==> src/sv/mcpg_pkg.sv <==
// ---------------------------------------------------------------------------
// mcpg_pkg
// Shared constants, step codes and control-store contents for the
// midpoint circle pixel generator.
// ---------------------------------------------------------------------------
package mcpg_pkg;

    localparam int MAX_RADIUS = 63;

    localparam int COORD_W    = 13;
    localparam int RAD_W      = 6;
    localparam int OCT_W      = 7;
    localparam int DEC_W      = 10;
    localparam int STRIDE_W   = 14;
    localparam int BUF_W      = 27;
    localparam int IDX_W      = 32;
    localparam int SCALED_W   = OCT_W + STRIDE_W;
    localparam int CYS_W      = COORD_W + STRIDE_W;
    localparam int N_IDX      = 8;
    localparam int CFG_IDX_W  = 2;
    localparam int CFG_DATA_W = 32;

    localparam logic [CFG_IDX_W-1:0] REG_LINE_STRIDE   = CFG_IDX_W'(0);
    localparam logic [CFG_IDX_W-1:0] REG_BUFFER_PIXELS = CFG_IDX_W'(1);

    localparam logic [STRIDE_W-1:0] STRIDE_RESET = STRIDE_W'(1024);
    localparam logic [BUF_W-1:0]    BUF_RESET    = BUF_W'(786432);

    typedef enum logic [1:0] {
        ST_ACCEPT,
        ST_SCALE,
        ST_BASE,
        ST_EMIT
    } t_step;

    // One control word per step.
    typedef struct packed {
        logic  wait_in;   // hold until a command beat is taken
        logic  ld_cmd;    // latch centre, radius, start decision
        logic  ld_scale;  // row products: cy*stride, r*stride
        logic  ld_base;   // base = cx + cy*stride
        logic  emit;      // hold until output register is free, then emit+advance
        logic  jmp_last;  // take alt when current point is the last one
        t_step nxt;
        t_step alt;
    } t_uword;

    function automatic t_uword ucode(input t_step s);
        t_uword w;
        w = '{wait_in: 1'b0, ld_cmd: 1'b0, ld_scale: 1'b0, ld_base: 1'b0,
              emit: 1'b0, jmp_last: 1'b0, nxt: ST_ACCEPT, alt: ST_ACCEPT};
        case (s)
            ST_ACCEPT: begin
                w.wait_in = 1'b1;
                w.ld_cmd  = 1'b1;
                w.nxt     = ST_SCALE;
            end
            ST_SCALE: begin
                w.ld_scale = 1'b1;
                w.nxt      = ST_BASE;
            end
            ST_BASE: begin
                w.ld_base = 1'b1;
                w.nxt     = ST_EMIT;
            end
            ST_EMIT: begin
                w.emit     = 1'b1;
                w.jmp_last = 1'b1;
                w.nxt      = ST_EMIT;
                w.alt      = ST_ACCEPT;
            end
            default: begin
                w.nxt = ST_ACCEPT;
            end
        endcase
        return w;
    endfunction

endpackage

==> src/sv/midpoint_circle_pixel_generator.sv <==
// ---------------------------------------------------------------------------
// midpoint_circle_pixel_generator
// Bresenham circle outline over one octant; each point gives the eight
// mirrored linear framebuffer indices, an in-range mask and a last flag.
// ---------------------------------------------------------------------------
// A command (centre, radius) is taken when the block is idle. Setup follows
// in order (command latch, row products, base index), then one point beat
// per cycle while the output is not stalled. The point rate is set by the
// emit step of the sequencer, which forms one point and applies one
// decision update per cycle while the output register is free. The next
// command can be taken while the final point beat still waits in the output
// register. Row offsets are kept as running multiples of the line stride,
// so the point loop has no multiply.
module midpoint_circle_pixel_generator
    import mcpg_pkg::*;
(
    input  logic                  i_clk,
    input  logic                  i_rst_n,

    input  logic                  i_in_valid,
    output logic                  o_in_stall,
    input  logic [COORD_W-1:0]    i_center_x,
    input  logic [COORD_W-1:0]    i_center_y,
    input  logic [RAD_W-1:0]      i_radius,

    output logic                  o_out_valid,
    input  logic                  i_out_stall,
    output logic [IDX_W-1:0]      o_index_a,
    output logic [IDX_W-1:0]      o_index_b,
    output logic [IDX_W-1:0]      o_index_c,
    output logic [IDX_W-1:0]      o_index_d,
    output logic [IDX_W-1:0]      o_index_e,
    output logic [IDX_W-1:0]      o_index_f,
    output logic [IDX_W-1:0]      o_index_g,
    output logic [IDX_W-1:0]      o_index_h,
    output logic [N_IDX-1:0]      o_in_range_mask,
    output logic                  o_last_point,

    input  logic                  i_cfg_valid,
    output logic                  o_cfg_ready,
    input  logic [CFG_IDX_W-1:0]  i_cfg_index,
    input  logic [CFG_DATA_W-1:0] i_cfg_data
);

    t_step                      r_step, n_step;
    t_uword                     w_uw;

    logic [STRIDE_W-1:0]        r_stride;
    logic [BUF_W-1:0]           r_buf;

    logic [COORD_W-1:0]         r_cx, r_cy;
    logic [OCT_W-1:0]           r_x, r_y;
    logic signed [DEC_W-1:0]    r_d;
    logic [SCALED_W-1:0]        r_xs, r_ys;
    logic [CYS_W-1:0]           r_cys;
    logic [IDX_W-1:0]           r_base;

    logic                       r_out_valid;
    logic [IDX_W-1:0]           r_idx [N_IDX];
    logic                       r_last;

    logic                       w_in_acc, w_out_free, w_emit_go, w_pt_last, w_dpos;
    logic [OCT_W-1:0]           w_r_in, w_r, w_x1, w_y1;
    logic signed [DEC_W-1:0]    w_d0, w_sx1, w_sy1, w_dinc;
    logic [IDX_W-1:0]           w_ex, w_ey, w_exs, w_eys;
    logic [IDX_W-1:0]           w_idx [N_IDX];
    logic [N_IDX-1:0]           w_mask;

    // ---------------- sequencer ----------------
    always_ff @(posedge i_clk) begin
        if (!i_rst_n) begin
            r_step <= ST_ACCEPT;
        end else begin
            r_step <= n_step;
        end
    end

    always_comb begin
        w_uw       = ucode(r_step);
        o_in_stall = !w_uw.wait_in;
        w_in_acc   = i_in_valid && w_uw.wait_in;
        w_out_free = !r_out_valid || !i_out_stall;
        w_emit_go  = w_uw.emit && w_out_free;
        n_step     = r_step;
        if ((!w_uw.wait_in || w_in_acc) && (!w_uw.emit || w_out_free)) begin
            n_step = (w_uw.jmp_last && w_pt_last) ? w_uw.alt : w_uw.nxt;
        end
    end

    // ---------------- datapath ----------------
    assign w_r_in = OCT_W'(i_radius);
    assign w_r    = (w_r_in > OCT_W'(MAX_RADIUS)) ? OCT_W'(MAX_RADIUS) : w_r_in;
    assign w_d0   = $signed(DEC_W'(3)) - $signed({{(DEC_W-OCT_W-1){1'b0}}, w_r, 1'b0});

    assign w_pt_last = !(r_y > r_x);
    assign w_dpos    = r_d > $signed(DEC_W'(0));
    assign w_x1      = r_x + OCT_W'(1);
    assign w_y1      = w_dpos ? (r_y - OCT_W'(1)) : r_y;
    assign w_sx1     = $signed(DEC_W'(w_x1));
    assign w_sy1     = $signed(DEC_W'(w_y1));
    assign w_dinc    = w_dpos ? (((w_sx1 - w_sy1) <<< 2) + $signed(DEC_W'(10)))
                              : ((w_sx1 <<< 2) + $signed(DEC_W'(6)));

    always_ff @(posedge i_clk) begin
        if (w_uw.ld_cmd && w_in_acc) begin
            r_cx <= i_center_x;
            r_cy <= i_center_y;
            r_x  <= '0;
            r_y  <= w_r;
            r_d  <= w_d0;
        end
        if (w_uw.ld_scale) begin
            r_xs  <= '0;
            r_ys  <= SCALED_W'(r_y) * SCALED_W'(r_stride);
            r_cys <= CYS_W'(r_cy) * CYS_W'(r_stride);
        end
        if (w_uw.ld_base) begin
            r_base <= IDX_W'(r_cx) + IDX_W'(r_cys);
        end
        if (w_emit_go && !w_pt_last) begin
            r_x  <= w_x1;
            r_xs <= r_xs + SCALED_W'(r_stride);
            r_d  <= r_d + w_dinc;
            if (w_dpos) begin
                r_y  <= w_y1;
                r_ys <= r_ys - SCALED_W'(r_stride);
            end
        end
    end

    // Mirrored indices: base +/- column offset +/- row offset, all mod 2^32.
    assign w_ex  = IDX_W'(r_x);
    assign w_ey  = IDX_W'(r_y);
    assign w_exs = IDX_W'(r_xs);
    assign w_eys = IDX_W'(r_ys);

    assign w_idx[0] = r_base + w_ex + w_eys;
    assign w_idx[1] = r_base - w_ex + w_eys;
    assign w_idx[2] = r_base + w_ex - w_eys;
    assign w_idx[3] = r_base - w_ex - w_eys;
    assign w_idx[4] = r_base + w_ey + w_exs;
    assign w_idx[5] = r_base - w_ey + w_exs;
    assign w_idx[6] = r_base + w_ey - w_exs;
    assign w_idx[7] = r_base - w_ey - w_exs;

    // ---------------- output register ----------------
    always_ff @(posedge i_clk) begin
        if (!i_rst_n) begin
            r_out_valid <= 1'b0;
        end else if (w_emit_go) begin
            r_out_valid <= 1'b1;
        end else if (!i_out_stall) begin
            r_out_valid <= 1'b0;
        end
    end

    always_ff @(posedge i_clk) begin
        if (w_emit_go) begin
            for (int k = 0; k < N_IDX; k++) begin
                r_idx[k] <= w_idx[k];
            end
            r_last <= w_pt_last;
        end
    end

    always_comb begin
        for (int k = 0; k < N_IDX; k++) begin
            w_mask[k] = r_idx[k] < IDX_W'(r_buf);
        end
    end

    assign o_out_valid     = r_out_valid;
    assign o_index_a       = r_idx[0];
    assign o_index_b       = r_idx[1];
    assign o_index_c       = r_idx[2];
    assign o_index_d       = r_idx[3];
    assign o_index_e       = r_idx[4];
    assign o_index_f       = r_idx[5];
    assign o_index_g       = r_idx[6];
    assign o_index_h       = r_idx[7];
    assign o_in_range_mask = w_mask;
    assign o_last_point    = r_last;

    // ---------------- configuration ----------------
    assign o_cfg_ready = 1'b1;

    always_ff @(posedge i_clk) begin
        if (!i_rst_n) begin
            r_stride <= STRIDE_RESET;
            r_buf    <= BUF_RESET;
        end else if (i_cfg_valid) begin
            if (i_cfg_index == REG_LINE_STRIDE) begin
                r_stride <= i_cfg_data[STRIDE_W-1:0];
            end else if (i_cfg_index == REG_BUFFER_PIXELS) begin
                r_buf <= i_cfg_data[BUF_W-1:0];
            end
        end
    end

`ifndef NO_ASSERTIONS
    // Running row offset must track y * stride through the whole point loop.
    a_ys_track: assert property (@(posedge i_clk) disable iff (!i_rst_n)
        (r_step == ST_EMIT) |-> (r_ys == SCALED_W'(r_y) * SCALED_W'(r_stride)))
        else $error("row offset out of step with y");

    a_xs_track: assert property (@(posedge i_clk) disable iff (!i_rst_n)
        (r_step == ST_EMIT) |-> (r_xs == SCALED_W'(r_x) * SCALED_W'(r_stride)))
        else $error("column offset out of step with x");

    // The walk never overshoots the octant boundary by more than one step.
    a_octant: assert property (@(posedge i_clk) disable iff (!i_rst_n)
        (r_step == ST_EMIT) |-> (r_x <= r_y + OCT_W'(1)))
        else $error("octant walk overshot");

    // Emitting the final point returns the sequencer to command accept.
    a_last_idle: assert property (@(posedge i_clk) disable iff (!i_rst_n)
        (w_emit_go && w_pt_last) |=> (r_step == ST_ACCEPT && r_out_valid && r_last))
        else $error("sequencer did not finish after last point");
`endif

endmodule
==> config.mk <==
export PLATFORM = sky130hd
export DESIGN_NAME = midpoint_circle_pixel_generator
export DESIGN_NICKNAME = d
export VERILOG_FILES = /design/src/sv/mcpg_pkg.sv /design/src/sv/midpoint_circle_pixel_generator.sv
export SDC_FILE = /design/constraint.sdc
export NUM_CORES = 2
export LEC_CHECK = 0
export ABC_AREA = 1
export BUFFER_PORTS_ARGS = -buffer_cell sky130_fd_sc_hd__buf_2
export CAP_MARGIN = 30
export CORE_MARGIN = 5
export CORE_UTILIZATION = 59
export DETAILED_ROUTE_END_ITERATION = 10
export MAX_ROUTING_LAYER = met4
export PLACE_DENSITY = 0.78
export SYNTH_ARGS = -nofsm -noshare
export SYNTH_HDL_FRONTEND = slang
export SYNTH_SLANG_ARGS = --single-unit
==> constraint.sdc <==
create_clock -name i_clk -period 33.3 [get_ports i_clk]
set_input_delay 3.33 -clock i_clk [delete_from_list [all_inputs] [get_ports i_clk]]
set_output_delay 3.33 -clock i_clk [all_outputs]
set_load 0.02 [all_outputs]
### Yosys cells after proc, flatten, opt, wreduce, memory -nomap -nowiden

Memories as Yosys holds them, arrays and structs flattened.
Index checks and enable logic that the tools add are counted.
W data, S select, Z words.

* magnitude comparators: 11
* $mul: 2
* bitwise logic cells: 1
* shift operators: 0
* mux-type cells: 25
* div/mod/pow operators: 0
* reduce and logical (&&, ||, !) cells: 21
* eq/ne operators: 5
* add/sub/neg operators: 22

Operators with widths (number)
* $lt A32 B27 Y1: 8
* $add A32 B21 Y32: 4
* $sub A32 B21 Y32: 4
* $mux W21: 5
* $add A32 B7 Y32: 2
* $sub A32 B7 Y32: 2
* $mux W7: 6
* $mux W10: 3
* $add A13 B27 Y28: 1
* $mul A13 B14 Y27: 1
* $add A21 B14 Y21: 1
* $mul A7 B14 Y21: 1
* $sub A21 B14 Y21: 1
* $add A10 B10 Y10: 1
* $add A10 B5 Y10 const B: 1
* $add A9 B3 Y10 const B: 1
* $gt A10 B1 Y1 const B: 1
* $sub A2 B7 Y8 const A: 1
* $sub A7 B7 Y8: 1
* $add A7 B1 Y7 const B: 1
* $gt A7 B7 Y1: 1
* $sub A7 B1 Y7 const B: 1
* $gt A6 B6 Y1 const B: 1
* $logic_and A1 B1 Y1: 6
* other kinds (15): 32

* bits in read-only memories: 0
* memory bits (writable): 256
* latch bits: 0
* word-level logic and storage cells: 102
* flip-flop bits (word level): 196
* output and inout bits: 268
* memories kept: 1

Memory list
* r_idx: depth 8, width 32, read ports 8, clocked after Yosys merged registers in 0, wr ports 8, RTL line midpoint_circle_pixel_generator.sv:59 `logic [IDX_W-1:0] r_idx [N_IDX];`

### Depth between registers and ports, before layout

* word-level depth: 7
* gate-level depth with buffers: 27
* mapped depth without buffers: 25

### Worst setup path before layout

Ideal clock, no wire load.

* path kind: input-to-reg
* from: input i_out_stall
* to: register r_xs[0] (enable)
* buffers on the path: 1
* stages: 6
* data arrival time: 16138 ps
* required time: 32922 ps
* slack: 16784 ps
* library setup time: 378 ps
* path through: nand2_1 -> inv_1 -> nor2_1 -> nand3_1 -> clkbuf_1 -> nand2_1

* longest elaborated chain between the ends: 5

RTL lines
* start: declaration: RTL line midpoint_circle_pixel_generator.sv:27 `input logic i_out_stall,`
* $logic_not A1 Y1
* $logic_or A1 B1 Y1: RTL line midpoint_circle_pixel_generator.sv:82 `w_out_free = !r_out_valid || !i_out_stall;`
* $logic_and A1 B1 Y1: RTL line midpoint_circle_pixel_generator.sv:83 `w_emit_go = w_uw.emit && w_out_free;`
* named net w_emit_go: RTL line midpoint_circle_pixel_generator.sv:62 `logic w_in_acc, w_out_free, w_emit_go, w_pt_last, w_dpos;`
* $logic_and A1 B1 Y1: RTL line midpoint_circle_pixel_generator.sv:120 `if (w_emit_go && !w_pt_last) begin`
* $reduce_bool A2 Y1 (no line)
* end signal: assignment: RTL line midpoint_circle_pixel_generator.sv:122 `r_xs <= r_xs + SCALED_W'(r_stride);`
* end: declaration: RTL line midpoint_circle_pixel_generator.sv:54 `logic [SCALED_W-1:0] r_xs, r_ys;`

The timed path passes the listed nets, and every way through them passes these cells.
A chain may end at the register's enable or synchronous reset.

### Worst setup path after layout

* from: register r_buf[3]
* to: output o_in_range_mask[6]

* longest elaborated chain between the ends: 1

RTL lines
* start: declaration: RTL line midpoint_circle_pixel_generator.sv:49 `logic [BUF_W-1:0] r_buf;`
* start signal: assignment: RTL line midpoint_circle_pixel_generator.sv:195 `r_buf <= i_cfg_data[BUF_W-1:0];`
* $lt A32 B27 Y1: RTL line midpoint_circle_pixel_generator.sv:168 `w_mask[k] = r_idx[k] < IDX_W'(r_buf);`
* end: declaration: RTL line midpoint_circle_pixel_generator.sv:36 `output logic [N_IDX-1:0] o_in_range_mask,`

Every way passes these cells.

==> results.py <==
metrics = {
    "outcome": {
        "status": "finished, final reports clean",
    },
    "clocking": {
        "numClockSinks": 439,
        "clk_pin_slew_ns": 0.06,
        "cts_buffers": 51,
        "htreeDepth": 2,
        "cts_tree": "yes",
        "ctsResizeCount": 0,
        "cts_max_path_buffers": 3,
        "cts-root-buf": "clkbuf_16",
        "clk_latency_ns": 0.66,
        "cts_hold_buffers": 0,
        "cts_setup_buffers": 0,
    },
    "floorplan": {
        "dieArea_mm2": 0.0845,
        "rows": 103,
        "die_h_um": 291,
        "die_w_um": 291,
        "core_mm2": 0.0785,
        "initial_core_util": 0.592,
        "io_pins": 339,
    },
    "power": {
        "combPwrFrac": 0.553,
        "powerDensity_mw_per_mm2": 61.3,
        "switching_share": 0.489,
        "vdd_drop_max_uv": 55.5,
        "p_leak_nw": 25.6,
        "netSwitchingPower_w": 0.00153,
        "pwr-share-seq": 0.261,
        "pwr-share-clk": 0.186,
        "internal_power_w": 0.00159,
    },
    "yosys": {
        "ys_seq_area_frac": 0.268,
        "avgSynthCellArea_um2": 7.74,
        "synth_area_mm2": 0.0465,
        "synth_simple_gate_area_frac": 0.204,
        "syn_inst": 6002,
        "async_reset_ff_frac": 0,
        "synthAdderAreaFrac": 0.247,
        "synth_warnings": 0,
        "synth_flop_cell": "edfxtp_1",
        "synthXorXnorAreaFrac": 0.0680,
        "synth_edf_count": 367,
        "ys_types": 65,
        "synth_mux_area_frac": 0.00194,
        "synth_top_family_by_area": "adder cells",
        "synth_compound_area_frac": 0.110,
        "ys_ff_latch": 439,
    },
    "timing": {
        "worst_slew_pin_slew_ns": 1.08,
        "drv_slew": 0,
        "hold_viol_final": 0,
        "rsz0062_at_grt": "false",
        "max_freq_mhz": 147,
        "final.min_clock_period_ns": 6.78,
        "fin_tns_setup_ns": 0,
        "finalCritPeriodShare": 0.204,
        "clock_skew_ns": 0.0493,
        "finalSetupViolations": 0,
        "max_slew_margin": 0.280,
    },
    "place": {
        "gp_congestion": 1.08,
        "port_buffers": 328,
        "dp.cells": 7268,
        "place_hpwl_mm": 138,
    },
    "worst_setup_path": {
        "cp.arrival_ns": 3.45,
        "cp_max_fo": 9,
        "r2r_slack_ns": 27.13,
        "reg2regPathDepth": 19,
        "timing.rr.start": "r_stride[10]",
        "cp.required_ns": 29.97,
        "critPathKind": "flop to output pin",
        "r2r_end": "r_cys[23]",
        "critPathLaunchType": "flop",
        "crit_path_end_kind": "output pin",
    },
    "final_layout": {
        "area_growth_pct": 9.61,
        "multiInputGateArea_mm2": 0.0294,
        "seqCellArea_mm2": 0.0125,
        "drive_gt1_frac": 0.0858,
        "layout.nets": 7138,
        "fillers": 6921,
        "stdcell_count": 7369,
    },
    "routing": {
        "viasPerCell": 5.85,
        "drc": 0,
        "wl_mm": 167,
        "vias": 43100,
        "wl_per_cell_um": 22.7,
        "first_iter_violations": 4308,
        "ant_nets": 0,
        "dr.pass1.iters": 6,
    },
    "worst_hold_path": {
        "hold_path.class": "flop to flop",
        "hold_depth": 2,
        "min_from": "r_stride[4]",
        "hold-path-endpoint": "r_stride[4]",
    },
    "global_routing": {
        "overflow": 0,
        "grt_use_total": 0.394,
        "grt_pass1_wl_mm": 250,
        "antenna_found_initial": 3,
        "grt_pass1_vias": 41900,
        "grt_start_max_net_pins": 82,
    },
    "flow_run": {
        "cap_violations": 0,
    },
}
-- registers in the layout, summed over array words and instances, names as in the netlist --
register,flops
r_xs,21
r_y,7
r_cy,13
o_last_point,1
o_out_valid,1
r_x,7
r_stride,14
r_ys,21
r_d,9
r_cys,27
r_buf,27
r_idx,248
r_base,28
r_step,2
r_cx,13
-- worst max-delay path: stages (launching register included) --
cell	delay [ns]
dfxtp_1	0.30
inv_1	0.77
ha_1	0.41
a21oi_1	0.15
o21ai_0	0.17
nand4_1	0.12
o211ai_1	0.20
nand3_1	0.13
nand2_1	0.17
a21oi_1	0.19
buf_2	0.19
-- metal layers --
layer / vias to the layer above / global-route usage / wire length [µm]
li1: 20100 / - / -
met1: 20400 / 0.496 / 66100
met2: 2149 / 0.620 / 75100
met3: 490 / 0.0689 / 15500
met4: 0 / 0.188 / 10400
met5: - / - / 0
-- Yosys cell counts, types with 11 or more instances --
master	instances	share of area
a21o_1	21	0.0034
a21oi_1	478	0.051
a31oi_1	31	0.0042
buf_2	13	0.0014
buf_4	19	0.0031
clkbuf_1	126	0.010
dfxtp_1	72	0.031
edfxtp_1	367	0.24
fa_1	208	0.090
ha_1	586	0.16
inv_1	1027	0.083
inv_2	19	0.0015
nand2_1	1229	0.099
nand2_2	26	0.0035
nand3_1	272	0.029
nand4_1	99	0.013
nor2_1	476	0.038
nor3_1	79	0.0085
nor4_1	20	0.0027
o211ai_1	24	0.0039
o21a_1	14	0.0023
o21ai_0	293	0.032
o21bai_1	31	0.0050
o31ai_1	11	0.0018
xnor2_1	43	0.0081
xor2_1	312	0.059
-- final cells by class --
cell class                 instances  area share
clock buffer                      62      0.0263
multi-input combinational       4356       0.577
antenna                            3    0.000147
clock inverter                    34     0.00715
timing repair buffer             374      0.0413
inverter                        1051      0.0777
tap                             1050      0.0258
sequential                       439       0.245
-- how the worst max path moves through the flow --
stage | startpoint | to | slack [ns] | cells after the start
CTS | r_buf[1] | o_in_range_mask[6] | 26.59 | 12
global route | r_buf[3] | o_in_range_mask[4] | 26.50 | 10
floorplan | i_out_stall | r_xs[0] | 16.78 | 6
finish | r_buf[3] | o_in_range_mask[6] | 26.52 | 10
detailed placement | i_out_stall | r_idx[0][66] | 26.84 | 7
global placement | i_out_stall | r_idx[0][1] | 26.94 | 7
-- stage by stage --
stage	total power (W)	cell area [µm²]	setup slack, ns	utilization	hold WS [ns]
3_3_place_gp	0.00247	49000	26.94	0.624	0.481
4_1_cts	0.00308	50900	26.59	0.648	0.499
5_1_grt	0.00331	50900	26.50	0.649	0.537
3_5_place_dp	0.00249	49200	26.84	0.627	0.491
2_1_floorplan	0.00195	46500	16.78	-	0.477
6_report	0.00312	50900	26.52	0.649	0.503
-- logic make-up after synthesis --
family	Yosys count
other cells	2
buf+inv	1212
compound gates	942
fa+ha+maj	794
xor+xnor	358
simple gates	2246
mux	9
flops	439
-- power groups by stage --
stage                     registers [W]  logic (W)  clock network [W]
after CTS                      0.000807    0.00168           0.000584
after global placement         0.000817    0.00166                  0
final                          0.000813    0.00173           0.000581
after detailed placement       0.000818    0.00167                  0
after floorplan                0.000798    0.00115                  0
after global routing           0.000814    0.00188           0.000611
-- cell usage in the layout (no fill, tap or decap), types with 72 or more instances in the layout --
cell	instances
ha_1	586
nor3_1	79
nand2_1	1229
inv_1	1027
edfxtp_1	367
nand4_1	99
dfxtp_1	72
a21oi_1	478
xor2_1	312
buf_2	328
o21ai_0	293
fa_1	208
nor2_1	473
nand3_1	272
Note: power is estimated with default switching activity, not from simulation.
